===== config.mk =====
export PLATFORM = sky130hd
export DESIGN_NAME = unix_seconds_to_civil_datetime_unit
export DESIGN_NICKNAME = d
export VERILOG_FILES = /design/src/design/ucd_pkg.sv /design/src/design/ucd_const_div.sv /design/src/design/unix_seconds_to_civil_datetime_unit.sv
export SDC_FILE = /design/constraint.sdc
export NUM_CORES = 2
export LEC_CHECK = 0
export BUFFER_PORTS_ARGS = -buffer_cell sky130_fd_sc_hd__clkbuf_2
export CAP_MARGIN = 10
export CORE_ASPECT_RATIO = 1.75
export CORE_MARGIN = 2
export CORE_UTILIZATION = 59
export DETAILED_ROUTE_END_ITERATION = 8
export PLACE_DENSITY = 0.78
export RECOVER_POWER = 25
export SLEW_MARGIN = 20
export SYNTH_ARGS = -nofsm -noshare
export SYNTH_HDL_FRONTEND = slang
export SYNTH_SLANG_ARGS = --single-unit

===== constraint.sdc =====
create_clock -name clk_i -period 7.2 [get_ports clk_i]
set_input_delay 1.44 -clock clk_i [delete_from_list [all_inputs] [get_ports clk_i]]
set_output_delay 1.44 -clock clk_i [all_outputs]
set_load 0.01 [all_outputs]

===== src/design/ucd_pkg.sv =====
// constants for the seconds-to-civil-datetime pipeline
// no dependencies; imported by the top level
package ucd_pkg;

  localparam int unsigned EraShift      = 3670;
  localparam int unsigned EraDays       = 146097;
  localparam int unsigned EraYears      = 400;
  localparam int unsigned EpochDays     = 719468;
  localparam int unsigned DaySecs       = 86400;
  localparam int unsigned DaysW         = 30;
  localparam int unsigned SecsShift     = 7;
  localparam int unsigned DayRest       = DaySecs >> SecsShift;
  localparam int unsigned MinSecs       = 60;
  localparam int unsigned YearStep      = 2939745;
  localparam int unsigned YearStepQuad  = 4 * YearStep;
  localparam int unsigned MonthMul      = 2141;
  localparam int unsigned MonthAdd      = 197913;
  localparam int unsigned MarchYearDays = 306;
  localparam int unsigned CenturyYears  = 100;
  localparam int unsigned MonthsPerYear = 12;

  localparam logic [48:0] ShiftSecs =
    49'((64'(EraShift) * 64'(EraDays) + 64'(EpochDays)) * 64'(DaySecs));
  localparam logic [47:0] MaxShifted =
    48'((64'd1 << DaysW) * 64'(DaySecs) - 64'd1);
  localparam logic [21:0] ShiftYears = 22'(EraShift * EraYears);

endpackage


===== src/design/ucd_const_div.sv =====
// two-stage divider by a constant: reciprocal estimate, then one correction
// self-contained; carries a valid bit and a sideband vector along
module ucd_const_div #(
  parameter int unsigned Divisor = 675,
  parameter int unsigned XW      = 20,
  parameter int unsigned QW      = 11,
  parameter int unsigned SW      = 1,
  localparam int unsigned DW     = $clog2(Divisor + 1)
) (
  input  logic          clk_i,
  input  logic          rst_ni,
  input  logic          valid_i,
  input  logic [XW-1:0] x_i,
  input  logic [SW-1:0] side_i,
  output logic          valid_o,
  output logic [QW-1:0] q_o,
  output logic [DW-1:0] r_o,
  output logic [SW-1:0] side_o
);

  localparam logic [63:0] RecipFull = (64'd1 << XW) / 64'(Divisor);
  localparam int unsigned MW = $clog2(RecipFull + 64'd1);
  localparam logic [MW-1:0] Recip = MW'(RecipFull);
  localparam logic [DW-1:0] DivW = DW'(Divisor);

  logic [XW+MW-1:0] est_prod;
  logic [QW+DW-1:0] chk_prod;
  logic [XW-1:0]    rem_full;
  logic             fix;

  logic          v1_q, v2_q;
  logic [XW-1:0] x1_q;
  logic [QW-1:0] q1_q, q2_q;
  logic [SW-1:0] s1_q, s2_q;
  logic [DW-1:0] r2_q;
  logic [QW-1:0] q1_d, q2_d;
  logic [DW-1:0] r2_d;

  // estimate is the true quotient or one below
  assign est_prod = (XW+MW)'(x_i) * (XW+MW)'(Recip);
  assign q1_d     = QW'(est_prod >> XW);

  assign chk_prod = (QW+DW)'(q1_q) * (QW+DW)'(DivW);
  assign rem_full = x1_q - XW'(chk_prod);
  assign fix      = rem_full >= XW'(Divisor);
  assign q2_d     = q1_q + QW'(fix);
  assign r2_d     = DW'(fix ? rem_full - XW'(Divisor) : rem_full);

  always_ff @(posedge clk_i or negedge rst_ni) begin
    if (!rst_ni) begin
      v1_q <= 1'b0;
      v2_q <= 1'b0;
    end else begin
      v1_q <= valid_i;
      v2_q <= v1_q;
    end
  end

  always_ff @(posedge clk_i) begin
    x1_q <= x_i;
    q1_q <= q1_d;
    s1_q <= side_i;
    q2_q <= q2_d;
    r2_q <= r2_d;
    s2_q <= s1_q;
  end

  assign valid_o = v2_q;
  assign q_o     = q2_q;
  assign r_o     = r2_q;
  assign side_o  = s2_q;

  a_valid_flows: assert property (@(posedge clk_i) disable iff (!rst_ni)
    valid_i |-> ##2 valid_o)
    else $error("item lost in divider");
  a_valid_origin: assert property (@(posedge clk_i) disable iff (!rst_ni)
    valid_o |-> $past(valid_i, 2))
    else $error("divider produced an item from nothing");
  a_rem_bound: assert property (@(posedge clk_i) disable iff (!rst_ni)
    valid_o |-> r_o < DivW)
    else $error("divider remainder not below divisor");

endmodule


===== src/design/unix_seconds_to_civil_datetime_unit.sv =====
// top level: signed unix seconds to proleptic gregorian date and time of day
// depends on ucd_pkg and ucd_const_div
//
// A new item is taken in every cycle: busy_o stays low and the pipeline never
// stalls. Each item leaves flagged by done_o for a single cycle, in the order
// of acceptance. The stages are, in order: the offset add and range check, the
// divisions by constants for seconds per day in two halves, the two by 60 and
// the century, the year-step product, the division for the day of year, the
// year and month assembly, the division for the day of month, and the output
// register; seven divisions by constants in all. Items outside the supported
// span come out with out_of_range_o set and all other fields 0.
module unix_seconds_to_civil_datetime_unit (
  input  logic               clk_i,
  input  logic               rst_ni,
  input  logic               start_i,
  output logic               busy_o,
  input  logic signed [47:0] unix_seconds_i,
  output logic               done_o,
  output logic signed [21:0] year_o,
  output logic [3:0]         month_o,
  output logic [4:0]         day_of_month_o,
  output logic [4:0]         hour_o,
  output logic [5:0]         minute_o,
  output logic [5:0]         second_o,
  output logic               out_of_range_o
);

  import ucd_pkg::*;

  localparam int unsigned Latency = 18;

  // offset add and range check
  logic [48:0] shifted;
  logic        a_v_q, a_oor_q;
  logic [46:0] a_total_q;

  assign shifted = {unix_seconds_i[47], unix_seconds_i} + ShiftSecs;

  always_ff @(posedge clk_i or negedge rst_ni) begin
    if (!rst_ni) begin
      a_v_q <= 1'b0;
    end else begin
      a_v_q <= start_i;
    end
  end

  always_ff @(posedge clk_i) begin
    a_oor_q   <= shifted[48] | (shifted[47:0] > MaxShifted);
    a_total_q <= shifted[46:0];
  end

  // seconds to days, high half
  logic        d1_v;
  logic [10:0] d1_q;
  logic [9:0]  d1_r;
  logic [27:0] d1_s;

  ucd_const_div #(.Divisor(DayRest), .XW(20), .QW(11), .SW(28)) u_div_day_hi (
    .clk_i, .rst_ni,
    .valid_i (a_v_q),
    .x_i     (a_total_q[46:27]),
    .side_i  ({a_oor_q, a_total_q[26:0]}),
    .valid_o (d1_v),
    .q_o     (d1_q),
    .r_o     (d1_r),
    .side_o  (d1_s)
  );

  // seconds to days, low half
  logic        d2_v;
  logic [19:0] d2_q;
  logic [9:0]  d2_r;
  logic [18:0] d2_s;
  logic [29:0] days;
  logic [16:0] sod;

  ucd_const_div #(.Divisor(DayRest), .XW(30), .QW(20), .SW(19)) u_div_day_lo (
    .clk_i, .rst_ni,
    .valid_i (d1_v),
    .x_i     ({d1_r, d1_s[26:7]}),
    .side_i  ({d1_s[27], d1_q, d1_s[6:0]}),
    .valid_o (d2_v),
    .q_o     (d2_q),
    .r_o     (d2_r),
    .side_o  (d2_s)
  );

  assign days = 30'({d2_s[17:7], d2_q});
  assign sod  = {d2_r, d2_s[6:0]};

  // seconds of day to minutes and seconds
  logic        d3_v;
  logic [10:0] d3_q;
  logic [5:0]  d3_r;
  logic [30:0] d3_s;

  ucd_const_div #(.Divisor(MinSecs), .XW(17), .QW(11), .SW(31)) u_div_min (
    .clk_i, .rst_ni,
    .valid_i (d2_v),
    .x_i     (sod),
    .side_i  ({d2_s[18], days}),
    .valid_o (d3_v),
    .q_o     (d3_q),
    .r_o     (d3_r),
    .side_o  (d3_s)
  );

  // minutes to hours and minutes
  logic        d4_v;
  logic [4:0]  d4_q;
  logic [5:0]  d4_r;
  logic [36:0] d4_s;

  ucd_const_div #(.Divisor(MinSecs), .XW(11), .QW(5), .SW(37)) u_div_hour (
    .clk_i, .rst_ni,
    .valid_i (d3_v),
    .x_i     (d3_q),
    .side_i  ({d3_s, d3_r}),
    .valid_o (d4_v),
    .q_o     (d4_q),
    .r_o     (d4_r),
    .side_o  (d4_s)
  );

  // century and day of century
  logic        d5_v;
  logic [14:0] d5_q;
  logic [17:0] d5_r;
  logic [17:0] d5_s;

  ucd_const_div #(.Divisor(EraDays), .XW(32), .QW(15), .SW(18)) u_div_cent (
    .clk_i, .rst_ni,
    .valid_i (d4_v),
    .x_i     ({d4_s[35:6], 2'b11}),
    .side_i  ({d4_s[36], d4_q, d4_r, d4_s[5:0]}),
    .valid_o (d5_v),
    .q_o     (d5_q),
    .r_o     (d5_r),
    .side_o  (d5_s)
  );

  // year step product
  logic        p_v_q;
  logic [38:0] p_q;
  logic [14:0] p_cent_q;
  logic [17:0] p_side_q;

  always_ff @(posedge clk_i or negedge rst_ni) begin
    if (!rst_ni) begin
      p_v_q <= 1'b0;
    end else begin
      p_v_q <= d5_v;
    end
  end

  always_ff @(posedge clk_i) begin
    p_q      <= 39'({d5_r[17:2], 2'b11}) * 39'(YearStep);
    p_cent_q <= d5_q;
    p_side_q <= d5_s;
  end

  // day of year
  logic        d6_v;
  logic [8:0]  d6_q;
  logic [39:0] d6_s;

  ucd_const_div #(.Divisor(YearStepQuad), .XW(32), .QW(9), .SW(40)) u_div_doy (
    .clk_i, .rst_ni,
    .valid_i (p_v_q),
    .x_i     (p_q[31:0]),
    .side_i  ({p_side_q, p_cent_q, p_q[38:32]}),
    .valid_o (d6_v),
    .q_o     (d6_q),
    .r_o     (),
    .side_o  (d6_s)
  );

  // year and month assembly
  logic        jan;
  logic [19:0] n4;
  logic [21:0] year_d;
  logic [3:0]  mon_d;
  logic        y_v_q;
  logic [21:0] y_year_q;
  logic [3:0]  y_mon_q;
  logic [15:0] y_frac_q;
  logic [17:0] y_side_q;

  assign jan    = d6_q >= 9'(MarchYearDays);
  assign year_d = 22'(d6_s[21:7]) * 22'(CenturyYears) + 22'(d6_s[6:0]) + 22'(jan)
                  - ShiftYears;
  assign n4     = 20'(d6_q) * 20'(MonthMul) + 20'(MonthAdd);
  assign mon_d  = jan ? n4[19:16] - 4'(MonthsPerYear) : n4[19:16];

  always_ff @(posedge clk_i or negedge rst_ni) begin
    if (!rst_ni) begin
      y_v_q <= 1'b0;
    end else begin
      y_v_q <= d6_v;
    end
  end

  always_ff @(posedge clk_i) begin
    y_year_q <= year_d;
    y_mon_q  <= mon_d;
    y_frac_q <= n4[15:0];
    y_side_q <= d6_s[39:22];
  end

  // day of month
  logic        d7_v;
  logic [4:0]  d7_q;
  logic [43:0] d7_s;

  ucd_const_div #(.Divisor(MonthMul), .XW(16), .QW(5), .SW(44)) u_div_dom (
    .clk_i, .rst_ni,
    .valid_i (y_v_q),
    .x_i     (y_frac_q),
    .side_i  ({y_side_q, y_year_q, y_mon_q}),
    .valid_o (d7_v),
    .q_o     (d7_q),
    .r_o     (),
    .side_o  (d7_s)
  );

  // output register
  logic        o_v_q, o_oor_q;
  logic [21:0] o_year_q;
  logic [3:0]  o_mon_q;
  logic [4:0]  o_day_q, o_hour_q;
  logic [5:0]  o_min_q, o_sec_q;
  logic        oor;

  assign oor = d7_s[43];

  always_ff @(posedge clk_i or negedge rst_ni) begin
    if (!rst_ni) begin
      o_v_q <= 1'b0;
    end else begin
      o_v_q <= d7_v;
    end
  end

  always_ff @(posedge clk_i) begin
    o_oor_q <= oor;
    if (oor) begin
      o_year_q <= '0;
      o_mon_q  <= '0;
      o_day_q  <= '0;
      o_hour_q <= '0;
      o_min_q  <= '0;
      o_sec_q  <= '0;
    end else begin
      o_year_q <= d7_s[25:4];
      o_mon_q  <= d7_s[3:0];
      o_day_q  <= d7_q + 5'd1;
      o_hour_q <= d7_s[42:38];
      o_min_q  <= d7_s[37:32];
      o_sec_q  <= d7_s[31:26];
    end
  end

  assign busy_o         = 1'b0;
  assign done_o         = o_v_q;
  assign year_o         = o_year_q;
  assign month_o        = o_mon_q;
  assign day_of_month_o = o_day_q;
  assign hour_o         = o_hour_q;
  assign minute_o       = o_min_q;
  assign second_o       = o_sec_q;
  assign out_of_range_o = o_oor_q;

  a_done_origin: assert property (@(posedge clk_i) disable iff (!rst_ni)
    done_o |-> $past(start_i, Latency))
    else $error("result without a matching item");
  a_oor_zero: assert property (@(posedge clk_i) disable iff (!rst_ni)
    done_o && out_of_range_o |-> year_o == '0 && month_o == '0 &&
      day_of_month_o == '0 && hour_o == '0 && minute_o == '0 && second_o == '0)
    else $error("out of range result has nonzero fields");
  a_date_bounds: assert property (@(posedge clk_i) disable iff (!rst_ni)
    done_o && !out_of_range_o |-> month_o >= 4'd1 && month_o <= 4'd12 &&
      day_of_month_o >= 5'd1 && hour_o <= 5'd23 && minute_o <= 6'd59)
    else $error("date or time field out of bounds");

endmodule


* Word level (Yosys, flattened, before mapping)
Cells that the tools add are included.
Word-level totals: bits in registers 1039, input bits 51, output and inout bits 51, word-level logic and storage cells 133
Operators by class: add/subtract/negate cells 26, multiply operators 17, magnitude comparators 9, mux-type cells 6, bitwise operators 1
Operators by type and width (count):
- 32-bit subtractor | 2
- 48-bit by 47-bit adder with 49-bit output (second input constant) | 1
- 48-bit by 47-bit > comparator with 1-bit output (second input constant) | 1
- 30-bit by 18-bit multiplier with 47-bit output (second input constant) | 1
- 32-bit by 14-bit multiplier with 46-bit output (second input constant) | 1
- 32-bit by 9-bit multiplier with 41-bit output (second input constant) | 1
- 18-bit by 22-bit multiplier with 39-bit output (second input constant) | 1
- 32-bit by 18-bit greater-or-equal comparator with 1-bit output (second input constant) | 1
- 32-bit by 24-bit greater-or-equal comparator with 1-bit output (second input constant) | 1
- 15-bit by 18-bit multiplier with 32-bit output (second input constant) | 1
- 20-bit by 11-bit multiplier with 31-bit output (second input constant) | 1
- 30-bit by 10-bit greater-or-equal comparator with 1-bit output (second input constant) | 1
- 20-bit by 10-bit multiplier with 30-bit output (second input constant) | 1
- 9-bit by 22-bit multiplier with 30-bit output (second input constant) | 1
- 30-bit subtractor | 1
- 17-bit by 9-bit multiplier with 25-bit output (second input constant) | 1
- 11-bit by 1-bit adder with 11-bit output | 2
- 22-bit by 1-bit adder with 22-bit output | 1
- 22-bit by 7-bit adder with 22-bit output | 1
- 22-bit by 21-bit subtractor with 22-bit output (second input constant) | 1
- 20-bit by 1-bit adder with 20-bit output | 1
- 20-bit by 18-bit adder with 20-bit output (second input constant) | 1
- 20-bit by 10-bit greater-or-equal comparator with 1-bit output (second input constant) | 1
- 11-bit by 10-bit multiplier with 20-bit output (second input constant) | 1
- 28 further kinds | 33

* Longest topological paths before layout
word-level depth 4, mapped depth 35

* Cells and area by module
Synthesis repeated with hierarchy kept, for this count alone.
Unflattened totals: cells, all modules 8072, area total of the unflattened synthesis 84722.5 sq um
Modules (own cells, without submodules):
- ucd_const_div at u_div_cent | times used 1, cells an instance 1652, area each 17195.2 sq um
- unix_seconds_to_civil_datetime_unit | times used 1, cells an instance 1521, area each 15945.3 sq um
- ucd_const_div at u_div_day_lo | times used 1, cells an instance 1503, area each 15489.9 sq um
- ucd_const_div at u_div_doy | times used 1, cells an instance 1342, area each 13277.7 sq um
- ucd_const_div at u_div_day_hi | times used 1, cells an instance 768, area each 7973.9 sq um
- ucd_const_div at u_div_min | times used 1, cells an instance 546, area each 5748.0 sq um
- ucd_const_div at u_div_dom | times used 1, cells an instance 490, area each 5735.5 sq um
- ucd_const_div at u_div_hour | times used 1, cells an instance 250, area each 3357.0 sq um

* Worst setup path after synthesis
OpenSTA, ideal clock, no wires.
kind register -> register, start register u_div_doy.q1_q[8], end register u_div_doy.q2_q[8] (netlist: u_div_doy.q_o[8]), library setup time 0.125 ns, arrival time 7.716 ns, data required time 7.075 ns, setup slack -0.641 ns, cell stages (with the launch flop) 34, path buffers 0, cell sequence dfxtp_1 > ha_1 > inv_1 > fa_1 > inv_1 > fa_1 > inv_1 > fa_1 > inv_1 > ha_1 > a21o_1 > a21o_1 > a21oi_1 > o21ai_0 > a2111oi_0 > nor3_1 > xnor2_1 > ha_1 > a21o_1 > a21o_1 > a21oi_1 > a21boi_0 > or3_1 > and3_1 > mux2_2 > nand4_1 > or4_1 > or3b_2 > ha_1 > ha_1 > and3_1 > nand2_1 > nor2_1 > xor2_1
On the way: word-level cells in the longest chain between the ends 4
RTL lines:
- start, declared | line ucd_const_div.sv:33 | logic [QW-1:0] q1_q, q2_q;
- start signal, assigned | line ucd_const_div.sv:61 | q1_q <= q1_d;
- 9-bit by 22-bit multiplier with 30-bit output | line ucd_const_div.sv:43 | assign chk_prod = (QW+DW)'(q1_q) * (QW+DW)'(DivW);
- 32-bit subtractor | line ucd_const_div.sv:44 | assign rem_full = x1_q - XW'(chk_prod);
- 32-bit by 24-bit greater-or-equal comparator with 1-bit output | line ucd_const_div.sv:45 | assign fix = rem_full >= XW'(Divisor);
- 9-bit by 1-bit adder with 9-bit output (*) | line ucd_const_div.sv:46 | assign q2_d = q1_q + QW'(fix);
- via u_div_doy.q2_d[8] | line ucd_const_div.sv:36 | logic [QW-1:0] q1_d, q2_d;
- end signal, assigned | line ucd_const_div.sv:63 | q2_q <= q2_d;
- end, declared | line ucd_const_div.sv:33
Mark *: on every way through the listed nets, which the timed path passes. The rest lies on a longest branch. A chain may end at the register's enable or synchronous reset.

* Final worst setup path
start register u_div_doy.q1_q[3], end register u_div_doy.q2_q[8] (netlist: u_div_doy.q_o[8])
Same word-level chain as after synthesis.

==> flow_summary.toml <==
[drt]
drt_wl_total_mm = 183.5
first_pass_iters = 6
drc = 0
routed_via_density = 5.475
drt_iter0_markers = 1843
drtAntennaViolNets = 0
wl_per_cell_um = 17.87
num_vias = 56230

[synthesis]
synth-seq-cells = 1030
ys_seq_area_share_pct = 25.31
synthCells = 7801
yosysWarnings = 0
syn_area_sq_um = 81830
synth_area_per_cell_sq_um = 10.49
synth_top_cell_area_share_pct = 24.76
synth_top_area_cell = "dfxtp_1"
yosysUniqueCellTypes = 90
synth.most_common_cell = "inv_1"
ys.flop_type = "dfxtp_1"
ys_top_cells_by_count = "inv_1, ha_1, dfxtp_1, fa_1, a21oi_1"
async_flop_share_pct = 1.748
synth_edf_count = 0
synthTopCellsByArea = "dfxtp_1, fa_1, ha_1"
synth_nets = 10310

[sta]
tightestPinTransition_ns = 1.014
relSlewSlack_pct = 30.67
slew_viol_final = 0
setup_viol = 7
fin_skew_ns = 0.03375
fin_setup_tns_ns = -1.487
fin_ws_ns = -0.3052
hold_viol = 0
min_period_ns = 7.505
grt_setup_unrepaired = "true"
finalCritPeriodShare_pct = 104.2
fmax_mhz = 133.2

[setup_path]
cpMostUsedCell = "ha_4"
arrival_ns = 8.11
slowest_stage = "fa_1"
crit_type = "flip-flop to flip-flop"
worstPathRequired_ns = 7.80
worstPathMaxFanout = 5
r2r_cells = 33
worst_setup_path_start_kind = "flip-flop"
slowest_delay_ns = 0.54
cp-end-kind = "flip-flop"

[die]
fp.dieW_um = 285.5
core_sq_um = 137600
ios = 102
die-area_sq_um = 141800
start_util_pct = 59.47
die_y_um = 496.7
rows = 180

[placement]
place_inst = 10070
dp_hpwl_mm = 154.1
place.gp.congestion = 0.9898
portBuffers = 100

[cts]
root_buffer = "clkbuf_16"
clkLatencyLatePin_ns = 0.72
ctsLongestPathBuffers = 3
holdBufCountCts = 0
cts_buffers = 95
htreeDepth = 3
clock_sinks = 1030
clk_pin_slew_ns = 0.07
cts_tree = "built"

[finish]
syn2layout_area_growth_pct = 12.53
drive_above_1_share_pct = 11.31
utilization_pct = 66.92
num-nets-final = 10880
stdcell_count = 10270
fillers = 10390

[global_route]
grt_usage_pct = 26.63
antenna_found_initial = 2
grt_pass1_vias = 62610
gr-total-overflow = 0
grt_pass1_wl_mm = 301.7
grt_max_degree = 50

[outcome]
violations = "negative setup slack"
status = "finished with violations"

[hold_path]
min_path_cells = 0
hp-class = "flip-flop to flip-flop"

[job]
cap_violations = 0
==> flip-flops by register name, summed over array words and instances, names as in the netlist, 37 cells and up <==
name               count
u_div_doy.side_o      40
a_total_q             47
u_div_hour.side_o     37
u_div_hour.s1_q       37
u_div_dom.s1_q        44
u_div_doy.s1_q        40
p_q                   37
u_div_dom.side_o      44
==> path summary, 6_finish.rpt <==
path / startpoint / endpoint / slack (ns)
max: u_div_doy.q1_q[3] / u_div_doy.q_o[8] / -0.31
min: u_div_hour.side_o[3] / u_div_cent.s1_q[3] / 0.31
max reg2reg: u_div_doy.q1_q[3] / u_div_doy.q_o[8] / -0.31
min reg2reg: u_div_hour.side_o[3] / u_div_cent.s1_q[3] / 0.31
max in group asynchronous: rst_ni / p_v_q / 6.24
min in group asynchronous: rst_ni / a_v_q / 0.65
==> per-layer routing <==
metal | global-route usage, % | vias to the layer above | wire length, um
met4 | 18.53 | 2 | 14390
met3 | 2.993 | 702 | 5172
met1 | 23.87 | 27570 | 59290
met5 | 0 | - | 16
li1 | - | 26690 | -
met2 | 54.20 | 1264 | 104700
==> stage by stage <==
stage / area, sq um / hold slack [ns] / setup slack [ns]
final: 92080 / 0.3092 / -0.3052
after global placement: 87520 / 0.3095 / -0.6071
after floorplan: 81930 / 0.3096 / 0.0005258
after detailed placement: 87520 / 0.3121 / -0.5846
after CTS: 91280 / 0.3018 / -0.3281
after global routing: 92080 / 0.3000 / -0.5986
==> placed cells by master (no fill, tap or decap), drive strengths merged, types with 17 or more instances in the layout <==
cell     Yosys  routed
a21boi      21      21
and3        53      53
xor2       139     139
or3         33      33
nor2       259     259
nand4       47      47
clkbuf      47     210
a2111oi     20      20
a21oi      282     282
o211ai      34      34
dfxtp     1012    1012
nand3b      20      20
a311oi      17      17
o21bai      34      34
nand3      111     111
and2        33      33
a211oi      63      63
nor3        92      92
inv       1634    1650
a211o       17      17
ha        1491    1491
a21o       110     110
buf          5     422
clkinv       0      30
o31ai       21      21
a31oi       40      40
nor4        26      26
fa         970     970
o21a        60      60
o21ai      176     176
dfrtp       18      18
nand2b      67      67
nand2      219     219
xnor2      259     259
nor2b       88      88
or2         33      33
==> worst max-delay path, delay by kind of cell (launching register included) <==
| kind | cells | cell delay (ns) |
|---|---|---|
| AO/OA/AOI/OAI | 8 | 1.67 |
| adder cells (fa/ha/maj) | 7 | 2.19 |
| flip-flops | 1 | 0.36 |
| XOR/XNOR | 2 | 0.26 |
| AND/OR/NAND/NOR | 9 | 1.94 |
| buffers and inverters | 6 | 0.71 |
| multiplexers | 1 | 0.21 |
==> cell type report <==
class                      count  area (sq um)  share of cell area [%]
multi-input combinational   5085         55790                   60.59
sequential                  1030         20770                   22.56
inverter                    1634          6133                   6.661
timing repair buffer         522          3700                   4.018
clock buffer                 110          2504                   2.719
tap                         1820          2277                   2.473
clock inverter                68         903.4                  0.9810
antenna                        1         2.502                0.002718
==> what timing repair did <==
action / CTS / global route
hold endpoints to repair: 0 / 0
buffers inserted: 11 / 13
pin swaps: 28 / 75
gates resized for setup: 65 / 149
endpoints found under the setup margin: 40 / 60
==> cell families after synthesis <==
logic type,Yosys count,synth area share (%)
adder cells (fa/ha/maj),2461,46.53
flip-flops,1030,25.31
AO/OA/AOI/OAI,1053,8.599
buffers and inverters,1686,7.743
AND/OR/NAND/NOR,1147,7.235
other,1,0.004583
XOR/XNOR,398,4.260
multiplexers,25,0.3241
Power is not shown: default switching activity piles up to over one toggle a cycle in this logic, so the estimate is an artifact.
